--- src/rtl/sbt_pkg.sv ---
`timescale 1ns / 1ps
// ----------------------------------------------------------------------------
// Source byte tokenizer package
// Shared payload types, token codes and character class helpers.
// ----------------------------------------------------------------------------
package sbt_pkg;

    localparam int KEYWORD_CHARS = 6;
    localparam int OFFSET_BITS   = 24;
    localparam int COUNT_BITS    = 16;
    localparam int WIDX_BITS     = $clog2(KEYWORD_CHARS);

    // Token kinds.
    localparam logic [5:0] K_EOF     = 6'd0;
    localparam logic [5:0] K_NEWLINE = 6'd10;
    localparam logic [5:0] K_STRING  = 6'd27;
    localparam logic [5:0] K_COMMENT = 6'd28;
    localparam logic [5:0] K_INT     = 6'd29;
    localparam logic [5:0] K_FLOAT   = 6'd30;
    localparam logic [5:0] K_VAR     = 6'd31;
    localparam logic [5:0] K_IF      = 6'd32;
    localparam logic [5:0] K_ELSE    = 6'd33;
    localparam logic [5:0] K_WHILE   = 6'd34;
    localparam logic [5:0] K_FOR     = 6'd35;
    localparam logic [5:0] K_FUNC    = 6'd36;
    localparam logic [5:0] K_RETURN  = 6'd37;
    localparam logic [5:0] K_PRINT   = 6'd38;
    localparam logic [5:0] K_BOOL    = 6'd39;
    localparam logic [5:0] K_UNKNOWN = 6'd40;
    localparam logic [5:0] K_NONE    = 6'd0;

    // Error codes.
    localparam logic [2:0] E_NONE     = 3'd0;
    localparam logic [2:0] E_CHAR     = 3'd1;
    localparam logic [2:0] E_DOT      = 3'd2;
    localparam logic [2:0] E_NUMBER   = 3'd3;
    localparam logic [2:0] E_UNTERM   = 3'd4;

    localparam logic [7:0] CH_NUL   = 8'h00;
    localparam logic [7:0] CH_TAB   = 8'h09;
    localparam logic [7:0] CH_LF    = 8'h0A;
    localparam logic [7:0] CH_SPACE = 8'h20;
    localparam logic [7:0] CH_QUOTE = 8'h22;
    localparam logic [7:0] CH_HASH  = 8'h23;
    localparam logic [7:0] CH_DOT   = 8'h2E;
    localparam logic [7:0] CH_EQ    = 8'h3D;
    localparam logic [7:0] CH_UNDER = 8'h5F;

    typedef logic [KEYWORD_CHARS-1:0][7:0] t_word;

    typedef struct packed {
        logic [7:0] char_byte;
        logic       end_of_input;
    } t_in;

    typedef struct packed {
        logic [5:0]             token_kind;
        logic [OFFSET_BITS-1:0] start_offset;
        logic [COUNT_BITS-1:0]  text_length;
        logic [COUNT_BITS-1:0]  line;
        logic [COUNT_BITS-1:0]  column;
        logic [2:0]             error_code;
        logic                   last_of_run;
    } t_out;

    function automatic logic is_digit(logic [7:0] c);
        return (c >= "0") && (c <= "9");
    endfunction

    function automatic logic is_alpha(logic [7:0] c);
        return ((c >= "a") && (c <= "z")) || ((c >= "A") && (c <= "Z"));
    endfunction

    function automatic logic is_word(logic [7:0] c);
        return is_alpha(c) || is_digit(c) || (c == CH_UNDER);
    endfunction

    // Single-character tokens; zero when the byte is not one.
    function automatic logic [5:0] punct_kind(logic [7:0] c);
        logic [5:0] k;
        k = K_NONE;
        unique case (c)
            "(":     k = 6'd1;
            ")":     k = 6'd2;
            "{":     k = 6'd3;
            "}":     k = 6'd4;
            ";":     k = 6'd5;
            ",":     k = 6'd6;
            "%":     k = 6'd7;
            "&":     k = 6'd8;
            "|":     k = 6'd9;
            CH_LF:   k = K_NEWLINE;
            default: k = K_NONE;
        endcase
        return k;
    endfunction

    // Operators that may pair with a following '='.
    function automatic logic [5:0] op_kind(logic [7:0] c);
        logic [5:0] k;
        k = K_NONE;
        unique case (c)
            "=":     k = 6'd11;
            "!":     k = 6'd13;
            "<":     k = 6'd15;
            ">":     k = 6'd17;
            "+":     k = 6'd19;
            "-":     k = 6'd21;
            "*":     k = 6'd23;
            "/":     k = 6'd25;
            default: k = K_NONE;
        endcase
        return k;
    endfunction

    // Keyword lookup over the kept identifier bytes.
    function automatic logic [5:0] word_kind(t_word w, logic [COUNT_BITS-1:0] len);
        logic [5:0] k;
        k = K_VAR;
        if (len == COUNT_BITS'(2) && w[0] == "i" && w[1] == "f") begin
            k = K_IF;
        end else if (len == COUNT_BITS'(3) && w[0] == "f" && w[1] == "o" && w[2] == "r") begin
            k = K_FOR;
        end else if (len == COUNT_BITS'(4) && w[0] == "e" && w[1] == "l" && w[2] == "s"
                     && w[3] == "e") begin
            k = K_ELSE;
        end else if (len == COUNT_BITS'(4) && w[0] == "f" && w[1] == "u" && w[2] == "n"
                     && w[3] == "c") begin
            k = K_FUNC;
        end else if (len == COUNT_BITS'(4) && w[0] == "t" && w[1] == "r" && w[2] == "u"
                     && w[3] == "e") begin
            k = K_BOOL;
        end else if (len == COUNT_BITS'(5) && w[0] == "w" && w[1] == "h" && w[2] == "i"
                     && w[3] == "l" && w[4] == "e") begin
            k = K_WHILE;
        end else if (len == COUNT_BITS'(5) && w[0] == "p" && w[1] == "r" && w[2] == "i"
                     && w[3] == "n" && w[4] == "t") begin
            k = K_PRINT;
        end else if (len == COUNT_BITS'(5) && w[0] == "f" && w[1] == "a" && w[2] == "l"
                     && w[3] == "s" && w[4] == "e") begin
            k = K_BOOL;
        end else if (len == COUNT_BITS'(6) && w[0] == "r" && w[1] == "e" && w[2] == "t"
                     && w[3] == "u" && w[4] == "r" && w[5] == "n") begin
            k = K_RETURN;
        end
        return k;
    endfunction

endpackage

--- src/rtl/source_byte_tokenizer.sv ---
`timescale 1ns / 1ps
// ----------------------------------------------------------------------------
// Source byte tokenizer
// Streams source bytes in and gives tokens with position and error code.
// ----------------------------------------------------------------------------
// Usage:
//   Input channel (i_in_valid, i_in_data, o_in_stall) takes one source byte
//   or an end-of-input mark per transfer. Output channel (o_out_valid,
//   o_out_data, i_out_stall) gives tokens; last_of_run marks the last token
//   caused by one input transfer. One input transfer causes zero, one or
//   two tokens.
//   Latency: a token caused by an input transfer is offered in the next
//   cycle when the output queue is empty, otherwise after the tokens ahead
//   of it. Throughput: one input transfer per cycle while o_in_stall is low;
//   the lexer state is updated once per byte.
//   Tokens collect in a four-entry output queue. The input stalls while the
//   queue has fewer than two free entries, so a receiver stall backs up into
//   the input once three tokens wait; nothing is lost or repeated.
//   Reset empties the queue and returns the lexer to idle with offset 0,
//   line 1 and column 1.
// ----------------------------------------------------------------------------
module source_byte_tokenizer (
    input  logic          i_clk,
    input  logic          i_rst_n,
    input  logic          i_in_valid,
    input  sbt_pkg::t_in  i_in_data,
    output logic          o_in_stall,
    output logic          o_out_valid,
    output sbt_pkg::t_out o_out_data,
    input  logic          i_out_stall
);

    typedef enum logic [3:0] {
        M_IDLE, M_OP, M_STRING, M_COMMENT, M_INT, M_DOT, M_FRAC, M_BADNUM, M_IDENT
    } t_mode;

    localparam int OB = sbt_pkg::OFFSET_BITS;
    localparam int CB = sbt_pkg::COUNT_BITS;

    // Lexer state.
    t_mode             r_mode, n_mode;
    logic [7:0]        r_pend_op, n_pend_op;
    logic [OB-1:0]     r_tok_start, n_tok_start;
    logic [CB-1:0]     r_tok_line, n_tok_line;
    logic [CB-1:0]     r_tok_col, n_tok_col;
    logic [OB-1:0]     r_byte_pos, n_byte_pos;
    logic [CB-1:0]     r_cur_line, n_cur_line;
    logic [CB-1:0]     r_cur_col, n_cur_col;
    sbt_pkg::t_word    r_word, n_word;
    logic [CB-1:0]     r_word_len, n_word_len;
    logic [2:0]        r_num_err, n_num_err;

    // Output queue.
    sbt_pkg::t_out     r_fifo [4];
    logic [1:0]        r_wr_ptr, r_rd_ptr;
    logic [2:0]        r_count;

    logic              in_xfer, out_xfer;
    logic [7:0]        c;
    logic              eoi, numtail, done;
    logic              pend_v, idle_v;
    sbt_pkg::t_out     pend_t, idle_t;
    logic [1:0]        push_n;
    sbt_pkg::t_out     item0, item1;
    logic [CB-1:0]     len_inc;

    assign in_xfer     = i_in_valid && !o_in_stall;
    assign out_xfer    = o_out_valid && !i_out_stall;
    assign o_in_stall  = (r_count > 3'd2);
    assign o_out_valid = (r_count != 3'd0);
    assign o_out_data  = r_fifo[r_rd_ptr];

    assign eoi     = i_in_data.end_of_input;
    assign c       = eoi ? sbt_pkg::CH_NUL : i_in_data.char_byte;
    assign numtail = sbt_pkg::is_word(c) || (c == sbt_pkg::CH_DOT);
    assign len_inc = (r_word_len == '1) ? r_word_len : r_word_len + CB'(1);

    // Next lexer state and the tokens caused by this byte.
    always_comb begin
        n_mode     = r_mode;
        n_pend_op  = r_pend_op;
        n_tok_start = r_tok_start;
        n_tok_line = r_tok_line;
        n_tok_col  = r_tok_col;
        n_byte_pos = r_byte_pos;
        n_cur_line = r_cur_line;
        n_cur_col  = r_cur_col;
        n_word     = r_word;
        n_word_len = r_word_len;
        n_num_err  = r_num_err;
        done       = 1'b0;
        pend_v     = 1'b0;
        idle_v     = 1'b0;
        pend_t     = '{token_kind: sbt_pkg::K_NONE, start_offset: r_tok_start,
                       text_length: r_word_len, line: r_tok_line, column: r_tok_col,
                       error_code: sbt_pkg::E_NONE, last_of_run: 1'b0};
        idle_t     = '{token_kind: sbt_pkg::K_NONE, start_offset: r_byte_pos,
                       text_length: CB'(1), line: r_cur_line, column: r_cur_col,
                       error_code: sbt_pkg::E_NONE, last_of_run: 1'b0};

        // Pending token handling.
        unique case (r_mode)
            M_OP: begin
                pend_v = 1'b1;
                if (c == sbt_pkg::CH_EQ) begin
                    pend_t.token_kind  = sbt_pkg::op_kind(r_pend_op) + 6'd1;
                    pend_t.text_length = CB'(2);
                    done = 1'b1;
                end else begin
                    pend_t.token_kind = sbt_pkg::op_kind(r_pend_op);
                end
            end
            M_STRING: begin
                if (c == sbt_pkg::CH_QUOTE) begin
                    pend_v = 1'b1;
                    pend_t.token_kind = sbt_pkg::K_STRING;
                    done = 1'b1;
                end else if (c == sbt_pkg::CH_NUL || c == sbt_pkg::CH_LF) begin
                    pend_v = 1'b1;
                    pend_t.token_kind = sbt_pkg::K_UNKNOWN;
                    pend_t.error_code = sbt_pkg::E_UNTERM;
                end else begin
                    n_word_len = len_inc;
                    done = 1'b1;
                end
            end
            M_COMMENT: begin
                if (c == sbt_pkg::CH_NUL || c == sbt_pkg::CH_LF) begin
                    pend_v = 1'b1;
                    pend_t.token_kind = sbt_pkg::K_COMMENT;
                end else begin
                    n_word_len = len_inc;
                    done = 1'b1;
                end
            end
            M_INT, M_FRAC: begin
                if (sbt_pkg::is_digit(c)) begin
                    done = 1'b1;
                end else if (c == sbt_pkg::CH_DOT && r_mode == M_INT) begin
                    n_mode = M_DOT;
                    done = 1'b1;
                end else if (numtail) begin
                    n_mode = M_BADNUM;
                    n_num_err = sbt_pkg::E_NUMBER;
                    done = 1'b1;
                end else begin
                    pend_v = 1'b1;
                    pend_t.token_kind = (r_mode == M_INT) ? sbt_pkg::K_INT : sbt_pkg::K_FLOAT;
                end
                if (done) begin
                    n_word_len = len_inc;
                end
            end
            M_DOT: begin
                n_num_err = sbt_pkg::E_DOT;
                if (sbt_pkg::is_digit(c)) begin
                    n_mode = M_FRAC;
                    done = 1'b1;
                end else if (numtail) begin
                    n_mode = M_BADNUM;
                    done = 1'b1;
                end else begin
                    pend_v = 1'b1;
                    pend_t.token_kind = sbt_pkg::K_UNKNOWN;
                    pend_t.error_code = sbt_pkg::E_DOT;
                end
                if (done) begin
                    n_word_len = len_inc;
                end
            end
            M_BADNUM: begin
                if (numtail) begin
                    n_word_len = len_inc;
                    done = 1'b1;
                end else begin
                    pend_v = 1'b1;
                    pend_t.token_kind = sbt_pkg::K_UNKNOWN;
                    pend_t.error_code = r_num_err;
                end
            end
            M_IDENT: begin
                if (sbt_pkg::is_word(c)) begin
                    if (r_word_len < CB'(sbt_pkg::KEYWORD_CHARS)) begin
                        n_word[r_word_len[sbt_pkg::WIDX_BITS-1:0]] = c;
                    end
                    n_word_len = len_inc;
                    done = 1'b1;
                end else begin
                    pend_v = 1'b1;
                    pend_t.token_kind = sbt_pkg::word_kind(r_word, r_word_len);
                end
            end
            default: begin
                n_mode = M_IDLE;
            end
        endcase

        if (pend_v) begin
            n_mode = M_IDLE;
        end

        // Byte lexed from idle.
        if (!done) begin
            priority if (c == sbt_pkg::CH_SPACE || c == sbt_pkg::CH_TAB) begin
                idle_v = 1'b0;
            end else if (c == sbt_pkg::CH_NUL) begin
                idle_v = 1'b1;
                idle_t.token_kind  = sbt_pkg::K_EOF;
                idle_t.text_length = '0;
            end else if (sbt_pkg::punct_kind(c) != sbt_pkg::K_NONE) begin
                idle_v = 1'b1;
                idle_t.token_kind = sbt_pkg::punct_kind(c);
            end else if (sbt_pkg::op_kind(c) != sbt_pkg::K_NONE
                         || c == sbt_pkg::CH_QUOTE || c == sbt_pkg::CH_HASH
                         || sbt_pkg::is_word(c)) begin
                n_tok_start = r_byte_pos;
                n_tok_line  = r_cur_line;
                n_tok_col   = r_cur_col;
                n_word_len  = CB'(1);
                priority if (sbt_pkg::op_kind(c) != sbt_pkg::K_NONE) begin
                    n_pend_op = c;
                    n_mode = M_OP;
                end else if (c == sbt_pkg::CH_QUOTE) begin
                    n_mode = M_STRING;
                    n_word_len = '0;
                    n_tok_start = (r_byte_pos == '1) ? r_byte_pos : r_byte_pos + OB'(1);
                end else if (c == sbt_pkg::CH_HASH) begin
                    n_mode = M_COMMENT;
                end else if (sbt_pkg::is_digit(c)) begin
                    n_mode = M_INT;
                end else begin
                    n_mode = M_IDENT;
                    n_word[0] = c;
                end
            end else begin
                idle_v = 1'b1;
                idle_t.token_kind = sbt_pkg::K_UNKNOWN;
                idle_t.error_code = sbt_pkg::E_CHAR;
            end
        end

        // Position counters.
        if (!eoi) begin
            n_byte_pos = (r_byte_pos == '1) ? r_byte_pos : r_byte_pos + OB'(1);
            if (c == sbt_pkg::CH_LF) begin
                n_cur_line = (r_cur_line == '1) ? r_cur_line : r_cur_line + CB'(1);
                n_cur_col  = CB'(1);
            end else begin
                n_cur_col  = (r_cur_col == '1) ? r_cur_col : r_cur_col + CB'(1);
            end
        end
    end

    // Order the tokens of this byte and mark the last one.
    always_comb begin
        push_n = {1'b0, pend_v} + {1'b0, idle_v};
        item0  = pend_v ? pend_t : idle_t;
        item1  = idle_t;
        if (push_n == 2'd1) begin
            item0.last_of_run = 1'b1;
        end
        item1.last_of_run = 1'b1;
    end

    // Lexer state and output queue.
    always_ff @(posedge i_clk) begin
        if (!i_rst_n) begin
            r_mode      <= M_IDLE;
            r_pend_op   <= '0;
            r_tok_start <= '0;
            r_tok_line  <= CB'(1);
            r_tok_col   <= CB'(1);
            r_byte_pos  <= '0;
            r_cur_line  <= CB'(1);
            r_cur_col   <= CB'(1);
            r_word_len  <= '0;
            r_num_err   <= sbt_pkg::E_NONE;
            r_wr_ptr    <= '0;
            r_rd_ptr    <= '0;
            r_count     <= '0;
        end else begin
            if (in_xfer) begin
                r_mode      <= n_mode;
                r_pend_op   <= n_pend_op;
                r_tok_start <= n_tok_start;
                r_tok_line  <= n_tok_line;
                r_tok_col   <= n_tok_col;
                r_byte_pos  <= n_byte_pos;
                r_cur_line  <= n_cur_line;
                r_cur_col   <= n_cur_col;
                r_word_len  <= n_word_len;
                r_num_err   <= n_num_err;
                r_wr_ptr    <= r_wr_ptr + push_n;
            end
            if (out_xfer) begin
                r_rd_ptr <= r_rd_ptr + 2'd1;
            end
            r_count <= r_count + (in_xfer ? {1'b0, push_n} : 3'd0) - {2'b0, out_xfer};
        end
    end

    // Payload storage needs no reset.
    always_ff @(posedge i_clk) begin
        if (in_xfer) begin
            r_word <= n_word;
            if (push_n != 2'd0) begin
                r_fifo[r_wr_ptr] <= item0;
            end
            if (push_n == 2'd2) begin
                r_fifo[r_wr_ptr + 2'd1] <= item1;
            end
        end
    end

    // Checks.
    a_count_max: assert property (@(posedge i_clk) disable iff (!i_rst_n)
        r_count <= 3'd4)
        else $error("output queue overflow");

    a_eoi_holds_pos: assert property (@(posedge i_clk) disable iff (!i_rst_n)
        (in_xfer && i_in_data.end_of_input) |=> $stable(r_byte_pos))
        else $error("end of input moved the byte offset");

    a_newline_col: assert property (@(posedge i_clk) disable iff (!i_rst_n)
        (in_xfer && !i_in_data.end_of_input && i_in_data.char_byte == sbt_pkg::CH_LF)
        |=> (r_cur_col == CB'(1)))
        else $error("newline did not reset the column");

endmodule
--- config.mk ---
export PLATFORM = sky130hd
export DESIGN_NAME = source_byte_tokenizer
export DESIGN_NICKNAME = d
export VERILOG_FILES = /design/src/rtl/sbt_pkg.sv /design/src/rtl/source_byte_tokenizer.sv
export SDC_FILE = /design/constraint.sdc
export NUM_CORES = 1
export LEC_CHECK = 0
export ABC_AREA = 1
export BUFFER_PORTS_ARGS = -buffer_cell sky130_fd_sc_hd__clkbuf_2
export CAP_MARGIN = 10
export CORE_ASPECT_RATIO = 0.8
export CORE_MARGIN = 1.5
export CORE_UTILIZATION = 45
export CTS_CLUSTER_SIZE = 40
export DETAILED_ROUTE_END_ITERATION = 8
export PLACE_DENSITY = 0.66
export SLEW_MARGIN = 10
export SYNTH_ARGS = -nofsm -noshare
export SYNTH_HDL_FRONTEND = slang
export SYNTH_SLANG_ARGS = --single-unit
--- constraint.sdc ---
create_clock -name i_clk -period 4.3 [get_ports i_clk]
set_input_delay 0.215 -clock i_clk [delete_from_list [all_inputs] [get_ports i_clk]]
set_output_delay 0.215 -clock i_clk [all_outputs]
set_load 0.01 [all_outputs]
==> reports/metrics.cfg <==
[final_layout]
layout_common_cells = 542 x nand2_1, 398 x nor2_1, 329 x o21ai_0
multi_input_area_mm2 = 0.01107
n_fill_cell = 5535
diodes = 0
area_growth_pct = 11.57
regArea_mm2 = 0.01356
layout-drive-gt1-share_pct = 10.64
final_common_cell = nand2_1
layout.nets = 3299

[setup_path]
cp_cell_sequence = inv_1 > nand3_1 > inv_1 > nand2_2 > nand2_2 > nor2_4 > nand2_1 > nor2_1 > ha_1 > nand2_1 > nor3_1 > buf_4 > inv_2 > nand2_4 > inv_2 > nand2_1 > o21ai_0
cp.arrival_ns = 4.16
crit_path_end_kind = flip-flop
cp_slowest_cell = dfxtp_1
cpLargestDelayFamily = simple AND/OR/NAND/NOR gates
cp_num_buf_inv = 5
path_class = flip-flop to flip-flop
reg2reg_from = r_mode[1]$_SDFFE_PN0P_
critPathMaxStageDelay_ns = 0.52
worst-path-max-fanout = 29
cp_common_cell = nand2_1
critical_path.startpoint = r_mode[1]$_SDFFE_PN0P_
worstPathRequired_ns = 4.76
start_kind = flip-flop

[detailed_routing]
ant_nets = 0
vias = 23830
wire_per_inst_um = 19.70
finalWirelength_um = 80510
drt_first_pass_iters = 7
drc = 0
vias_per_cell = 5.830
first_iter_violations = 2612

[power]
finalPower_w = 0.01498
internal_power_w = 0.009807
pwr-share-clk_pct = 32.1
power_switching_w = 0.005175
seq_power_share_pct = 41.0
power.combinational.fraction_pct = 26.9
p_leak_nw = 10.70
ir_drop_v = 0.0003491
switching_share_pct = 34.54
powerDensity_mw_per_mm2 = 506.0

[timing]
rsz0062_at_grt = no
hold_viol = 0
fmax_ghz = 0.2705
finalCritPeriodShare_pct = 85.98
setup_violations = 0
slew_violations = 0
max-slew-margin-rel_pct = 24.35
worst_clock_skew_ns = 0.01557
setup-tns-final_ns = 0
worstMarginPinSlew_ns = 1.135
period_needed_ns = 3.697

[cts]
post-cts-setup-buffers = 0
cts_root_buf = clkbuf_16
postCtsHoldBufs = 2
cts_buffer_depth = 3
cts_tree = built
cts_resized = 0
clkSinkCount = 527
path_clk_slew_ns = 0.06
clock_latency_ns = 0.62
cts_buffers = 54
htreeDepth = 2

[floorplan]
fp.dieArea_mm2 = 0.06044
die_w_um = 274.5
start_util_pct = 45.58
core_mm2 = 0.05822
die_y_um = 220.2
ioPinCount = 97
rows = 79

[logic_synthesis]
ys_types = 49
ys.flop_type = edfxtp_1
yosysWarnings = 0
synth.cell_area_mm2 = 0.02654
synthCells = 3246
synth_seq_cells = 527
syn_area_per_cell_um2 = 8.175
synthArstFlopShare_pct = 0
ys_seq_area_share_pct = 51.07
synth_nets = 3273
synth_edf_count = 300

[worst_hold_path]
min_path_type = primary input to flip-flop
hold_start = i_in_data[5]

[run]
cap_violations = 0

[grt]
grtUsageTotal_pct = 26.32
grt.overflow.total = 0
antenna_found_initial = 0
grt_pass1_wl_um = 125600
grt_max_degree = 105
grt_pass1_vias = 22220

[status]
status = completed

[place]
place.gp.congestion = 0.9780
port_buffers = 96
hpwlAfterDp_um = 50350

[synthesized netlist by cell type (5+ instances only)]
| cell type | number | area share [%] |
|---|---|---|
| nand3_1 | 143 | 2.7 |
| nor3_1 | 69 | 1.3 |
| ha_1 | 13 | 0.61 |
| clkbuf_1 | 152 | 2.2 |
| buf_2 | 19 | 0.36 |
| nand4_1 | 44 | 1.0 |
| nor3b_1 | 5 | 0.14 |
| o22ai_1 | 307 | 7.2 |
| nand3b_1 | 6 | 0.17 |
| o21ai_0 | 329 | 6.2 |
| xor2_1 | 22 | 0.73 |
| nand2_1 | 546 | 7.7 |
| o211ai_1 | 17 | 0.48 |
| o21ai_1 | 69 | 1.3 |
| nor2_1 | 398 | 5.6 |
| nand2_2 | 15 | 0.35 |
| dfxtp_1 | 227 | 17 |
| nand3_2 | 8 | 0.30 |
| o21ai_2 | 38 | 1.3 |
| nor4_1 | 18 | 0.42 |
| inv_2 | 17 | 0.24 |
| nor2_2 | 5 | 0.12 |
| buf_6 | 8 | 0.34 |
| inv_1 | 281 | 4.0 |
| buf_4 | 5 | 0.14 |
| a21oi_1 | 132 | 2.5 |
| clkinv_1 | 10 | 0.14 |
| edfxtp_1 | 300 | 34 |
[kinds of logic after synthesis]
kind of cell / Yosys count / synth area share (%)
adders and majority gates: 14 / 0.6884
xor gates and xnor gates: 24 / 0.7921
AOI/OAI and AO/OA: 908 / 19.44
buffers and inverters: 494 / 7.374
DFF: 527 / 51.07
and+or+nand+nor: 1279 / 20.64
[per-stage QoR]
step | hold slack [ns] | instances | util, % | instance area, um2 | worst slack [ns]
3_3_place_gp | 0.4339 | 3983 | 47.74 | 27790 | 0.5788
2_1_floorplan | 0.4208 | 3246 | - | 26550 | 0.3942
3_5_place_dp | 0.4394 | 3983 | 47.74 | 27790 | 0.4677
6_report | 0.03685 | 4087 | 50.85 | 29610 | 0.6028
5_1_grt | 0.05815 | 4087 | 50.85 | 29610 | 0.3181
4_1_cts | 0.006124 | 4087 | 50.85 | 29610 | 0.6754
[worst reg2reg max path, stage by stage, from the launching register on]
cell and delay, ns:
dfxtp_1 0.52, inv_1 0.17, nand3_1 0.22, inv_1 0.17, nand2_2 0.20, nand2_2 0.11
nor2_4 0.18, nand2_1 0.12, nor2_1 0.16, ha_1 0.20, nand2_1 0.12, nor3_1 0.17
buf_4 0.16, inv_2 0.05, nand2_4 0.43, inv_2 0.33, nand2_1 0.12, o21ai_0 0.10
[state kept, by name, indices dropped and copies added (netlist names), 3 cells and up, named ones only]
name         flops
r_word_len      16
r_pend_op        8
r_fifo         328
r_count          3
r_mode           4
r_word          48
r_tok_col       16
r_cur_line      16
r_tok_line      16
r_tok_start     24
r_cur_col       16
r_byte_pos      24
[power groups by stage]
stage,sequential (W),clock [W],combinational [W]
CTS,0.00613,0.00487,0.00402
global route,0.00618,0.00506,0.00441
finish,0.00614,0.00481,0.00403
floorplan,0.00618,0,0.00258
global placement,0.00623,0,0.00397
detailed placement,0.00624,0,0.00400
[layout make-up]
class / count / area share, %
Clock buffer: 65 / 4.877
Clock inverter: 37 / 1.175
Inverter: 308 / 3.913
Multi-Input combinational cell: 2225 / 37.41
Sequential cell: 527 / 45.79
Tap cell: 769 / 3.250
Timing Repair Buffer: 156 / 3.584
[final timing paths]
check | end | slack (ns) | cells past startpoint
worst max-delay path | r_fifo[3][2]$_SDFFE_PP0P_ | 0.60 | 17
worst min-delay path | r_pend_op[4]$_SDFFE_PN0P_ | 0.04 | 5
worst max register to register | r_fifo[3][2]$_SDFFE_PP0P_ | 0.60 | 17
worst min register to register | r_pend_op[6]$_SDFFE_PN0P_ | 0.44 | 2
[per-layer routing]
layer  vias up  GRT usage [%]  part of all wire (%)
li1      11390              -                     -
met3       142          4.232                   8.5
met1     11230          38.16                    46
met5         -              0                     0
met2      1067          39.97                    43
met4         0          8.864                   2.6
Note: power is estimated with default switching activity, not from simulation.
